==> src/design/ed_pkg.sv <==
// Shared types and constants for the edit distance engine.
package ed_pkg;

  // Longest reference or streamed string, in bytes.
  localparam int MAX_LEN = 64;
  // Width of one row entry; it holds values from 0 to MAX_LEN.
  localparam int LEN_W   = $clog2(MAX_LEN + 1);
  // Width of the drain counter; it holds values up to MAX_LEN + 1.
  localparam int DRN_W   = $clog2(MAX_LEN + 2);
  localparam int SYM_W   = 8;
  localparam int DIST_W  = 7;

  // Operation codes carried on the input channel.
  typedef enum logic [1:0] {
    OP_START  = 2'd0,
    OP_APPEND = 2'd1,
    OP_STREAM = 2'd2,
    OP_FINISH = 2'd3
  } op_t;

  // Wavefront token passed from one cell to the next.
  typedef struct packed {
    logic             vld;
    logic [SYM_W-1:0] sym;
    logic [LEN_W-1:0] left_new;  // updated row value of the left neighbor
    logic [LEN_W-1:0] left_old;  // row value of the left neighbor before the update
  } tok_t;

  // Broadcast control from the top level to every cell.
  typedef struct packed {
    logic             clr;
    logic             app;
    logic [LEN_W-1:0] app_pos;
    logic [SYM_W-1:0] app_sym;
  } cell_ctl_t;

endpackage

==> src/design/ed_cell.sv <==
// One cell of the systolic row: one reference byte and one row entry.
module ed_cell
  import ed_pkg::*;
(
  input  logic             clk,
  input  logic             rst_n,
  input  logic [LEN_W-1:0] cell_idx,
  input  cell_ctl_t        ctl,
  input  tok_t             tok_in,
  output tok_t             tok_out
);

  logic             active_r;
  logic [SYM_W-1:0] ref_r;
  logic [LEN_W-1:0] d_r;
  logic             vld_r;
  logic [SYM_W-1:0] sym_r;
  logic [LEN_W-1:0] left_new_r;
  logic [LEN_W-1:0] left_old_r;

  logic [LEN_W:0]   up_inc;
  logic [LEN_W:0]   ins_inc;
  logic [LEN_W:0]   sub_val;
  logic [LEN_W:0]   min_a;
  logic [LEN_W:0]   min_b;
  logic [LEN_W-1:0] best;
  logic             hit_app;

  // Unit-cost recurrence: deletion, insertion or match/substitution.
  always_comb begin
    up_inc  = {1'b0, d_r} + 1'b1;
    ins_inc = {1'b0, tok_in.left_new} + 1'b1;
    sub_val = {1'b0, tok_in.left_old} + {{LEN_W{1'b0}}, (ref_r != tok_in.sym)};
    min_a   = (ins_inc < up_inc) ? ins_inc : up_inc;
    min_b   = (sub_val < min_a) ? sub_val : min_a;
    best    = min_b[LEN_W-1:0];
  end

  assign hit_app = ctl.app && (ctl.app_pos == cell_idx);

  // Control state and the row entry.
  always_ff @(posedge clk) begin
    if (!rst_n || ctl.clr) begin
      active_r <= 1'b0;
      d_r      <= cell_idx;
      vld_r    <= 1'b0;
    end else begin
      if (hit_app) begin
        active_r <= 1'b1;
      end
      if (tok_in.vld && active_r) begin
        d_r <= best;
      end
      vld_r <= tok_in.vld;
    end
  end

  // Reference byte and the token payload handed to the right neighbor.
  always_ff @(posedge clk) begin
    if (hit_app) begin
      ref_r <= ctl.app_sym;
    end
    if (active_r) begin
      sym_r      <= tok_in.sym;
      left_new_r <= best;
      left_old_r <= d_r;
    end else begin
      sym_r      <= tok_in.sym;
      left_new_r <= tok_in.left_new;
      left_old_r <= tok_in.left_old;
    end
  end

  assign tok_out = {vld_r, sym_r, left_new_r, left_old_r};

endmodule

==> config.mk <==
export PLATFORM = sky130hd
export DESIGN_NAME = ed_cell
export DESIGN_NICKNAME = d
export VERILOG_FILES = /design/src/design/ed_pkg.sv /design/src/design/ed_cell.sv
export SDC_FILE = /design/constraint.sdc
export NUM_CORES = 1
export LEC_CHECK = 0
export BUFFER_PORTS_ARGS = -buffer_cell sky130_fd_sc_hd__buf_2
export CORE_ASPECT_RATIO = 0.75
export CORE_MARGIN = 2
export CORE_UTILIZATION = 36
export DETAILED_ROUTE_END_ITERATION = 12
export PLACE_DENSITY_LB_ADDON = 0.2
export SETUP_SLACK_MARGIN = 0.15
export SLEW_MARGIN = 10
export SYNTH_ARGS = -nofsm -noshare
export SYNTH_HDL_FRONTEND = slang
export SYNTH_SLANG_ARGS = --single-unit
==> constraint.sdc <==
create_clock -name clk -period 16.9 [get_ports clk]
set_clock_uncertainty 0.05 [all_clocks]
set_input_delay 5.07 -clock clk [delete_from_list [all_inputs] [get_ports clk]]
set_output_delay 5.07 -clock clk [all_outputs]
set_load 0.1 [all_outputs]
==> results.ini <==
[route]
drc_errors=0
wl_per_cell_um=15.35
vias=1965
drt_iter0_markers=135
drt_wl_total_um=6001
firstDrtPassIters=4
viasPerCell=5.026
postRouteAntennaNets=0

[yosys]
synth.area.mux_share=0.06717
synth-simple-area-share=0.1782
synth_ff_type=dfxtp_1
ys_warn_count=0
yosys.cell_count.top_type=dfxtp_1
post_synth_instance_area_sq_um=2310
yosysTopAreaCell=dfxtp_1
ys_async_sr_fraction=0
synthAdderAreaFrac=0.09209
synth_top_family_by_area=simple AND/OR/NAND/NOR gates
netlist_top_cells_area=dfxtp_1 (21%), edfxtp_1 (20%), ha_1 (9.2%), xor2_1 (5.7%), xnor2_1 (4.9%)
ys_types=46
synth_xor_area_frac=0.1062
synth_top_area_frac=0.2080
synth_compound_area_frac=0.1143
yosys-top-cells-count=dfxtp_1 (24), nand2_1 (21), nor2_1 (19), ha_1 (17)
ys_seq_area_frac=0.4030
syn_nets=303
synth_edf_count=15
avgSynthCellArea_sq_um=9.746
synth.ff_latch_count=39
syn_inst=237

[cells_and_area]
fin_nets=375
fill_cells=637
drive_gt1_frac=0.3290
antenna_cells=0
syn_to_final_growth_pct=21.99

[sta]
finalWorstSetupSlack_ns=7.506
timing.hold.ws_ns=0.5476
setup_viol=0
fmax_mhz=106.5
slew_headroom=0.4642
period_minus_slack_ns=9.394
drv_slew=0
rsz0062_at_grt=no
tightest_slew_ns=0.8027
fin_tns_setup_ns=0
final_hold_viol_count=0
min_period_over_period=0.5559

[clock_network]
cts-root-buf=clkbuf_8
clock_latency_ns=0.29
cts_tree=built
cts.sinks=39
numCtsBuffers=5
htreeDepth=2
cts_setup_buffers=0
hold_buffers=0
clk_pin_slew_ns=0.08
cts_repair_resize_count=0
cts.path.max_buffers=2

[setup_path]
cp.arrival_ns=9.47
cp-start-kind=primary input
critPathKind=in2reg
cp_data_required_time_ns=16.98
endpoint_kind=register
r2r_cells=18
critPathMaxFanout=9

[floorplan]
die-area_sq_um=7079
rows=25
die_w_um=96.49
initial_core_util=0.3692
die_h_um=73.37
coreArea_sq_um=6256
ios=72

[placed_design]
pre_cts_ws_ns=7.251
io_buffers=71
dp_hpwl_um=4862
place.gp.congestion=0.9483

[flow_run]
maxCapViolCount=0

[power]
power.density_nw_per_um2=99.49
finalPower_mw=0.2803
vdd_drop_max_mv=0.04365
power_leakage_nw=1.252

[global_route]
grt_pass1_wl_um=9170
globalRouteTotalUtil=0.1744
globalRouteOverflowTotal=0
grt_max_degree=20
grt_pass1_vias=1811
antenna_found_initial=0

[worst_hold_path]
worstHoldPathType=reg2reg
hold_path_depth=1

[outcome]
status=finished clean

[logic make-up after synthesis]
kind of cell,after synthesis
buf+inv,21
compound gates,35
fa+ha+maj,17
simple gates,83
flops,39
mux,14
xor+xnor,28
[worst paths after layout]
path              startpoint            end  slack, ns
setup / recovery   tok_in[7]  left_new_r[4]       7.51
hold / removal        d_r[6]  left_old_r[6]       0.55
setup reg to reg      d_r[0]  left_new_r[4]      11.76
hold reg to reg       d_r[6]  left_old_r[6]       0.55
[layout make-up]
type                       count  area (sq um)  area share
tap                           81         101.3     0.03597
clock inverter                 2         12.51    0.004441
inverter                      15         56.30     0.01998
clock buffer                   6         72.57     0.02575
multi-input combinational    177          1289      0.4574
sequential                    39         930.9      0.3304
timing repair buffer          71         355.3      0.1261
[worst max-delay path, cell delays in order]
cell and delay, ns:
buf_2 0.16, ha_1 0.20, xor2_1 0.22, ha_1 0.26
o21ai_0 0.14, or2b_2 0.30, a31oi_1 0.20, o31ai_2 0.12
nor2_2 0.41, mux2i_1 0.34, inv_1 0.08, ha_1 0.29
nor2b_1 0.13, o21ai_0 0.13, or2b_2 0.33, nor3_1 0.27
o21a_2 0.24, nor2_1 0.10, o311ai_0 0.48
[routing by layer]
layer  routed length, um  vias up  track usage
met5                   0        -            0
met1                2986      880       0.2689
met2                2366       80       0.2369
li1                    -      998            -
met4                  53        0      0.04225
met3                 595        7      0.04923
[registers in the layout, summed over array words and instances, names as in the netlist]
signal and flops:
vld_r 1, left_new_r 7, ref_r 8, d_r 7, sym_r 8, left_old_r 7
active_r 1
[placed cells by master (no fill, tap or decap), types with 4 or more instances in the layout]
master and n:
mux2i_1 5, o21ai_0 6, o311ai_0 6, nand4_1 9, nand2_1 21, nor3_1 5
xnor2_1 13, inv_1 15, ha_1 17, dfxtp_1 24, clkbuf_8 5, nor2_1 19
mux2_2 8, buf_2 71, nand3_1 12, edfxtp_1 15, xor2_1 15, a21oi_1 4
a31oi_1 7
[per-stage QoR]
step	utilization	instance area, sq um	cells
after floorplan	-	2310	237
final	0.4504	2818	391
after global placement	0.4368	2733	383
after global routing	0.4504	2818	391
after CTS	0.4504	2818	391
after detailed placement	0.4368	2733	383
[report_power, final]
part           internal, mW  switching (mW)  leakage, nW
Combinational        0.0367          0.0728        0.865
Clock                0.0289          0.0330       0.0412
Sequential            0.104         0.00487        0.345
Total                 0.170           0.111         1.25
Note: power is estimated with default switching activity, not from simulation.
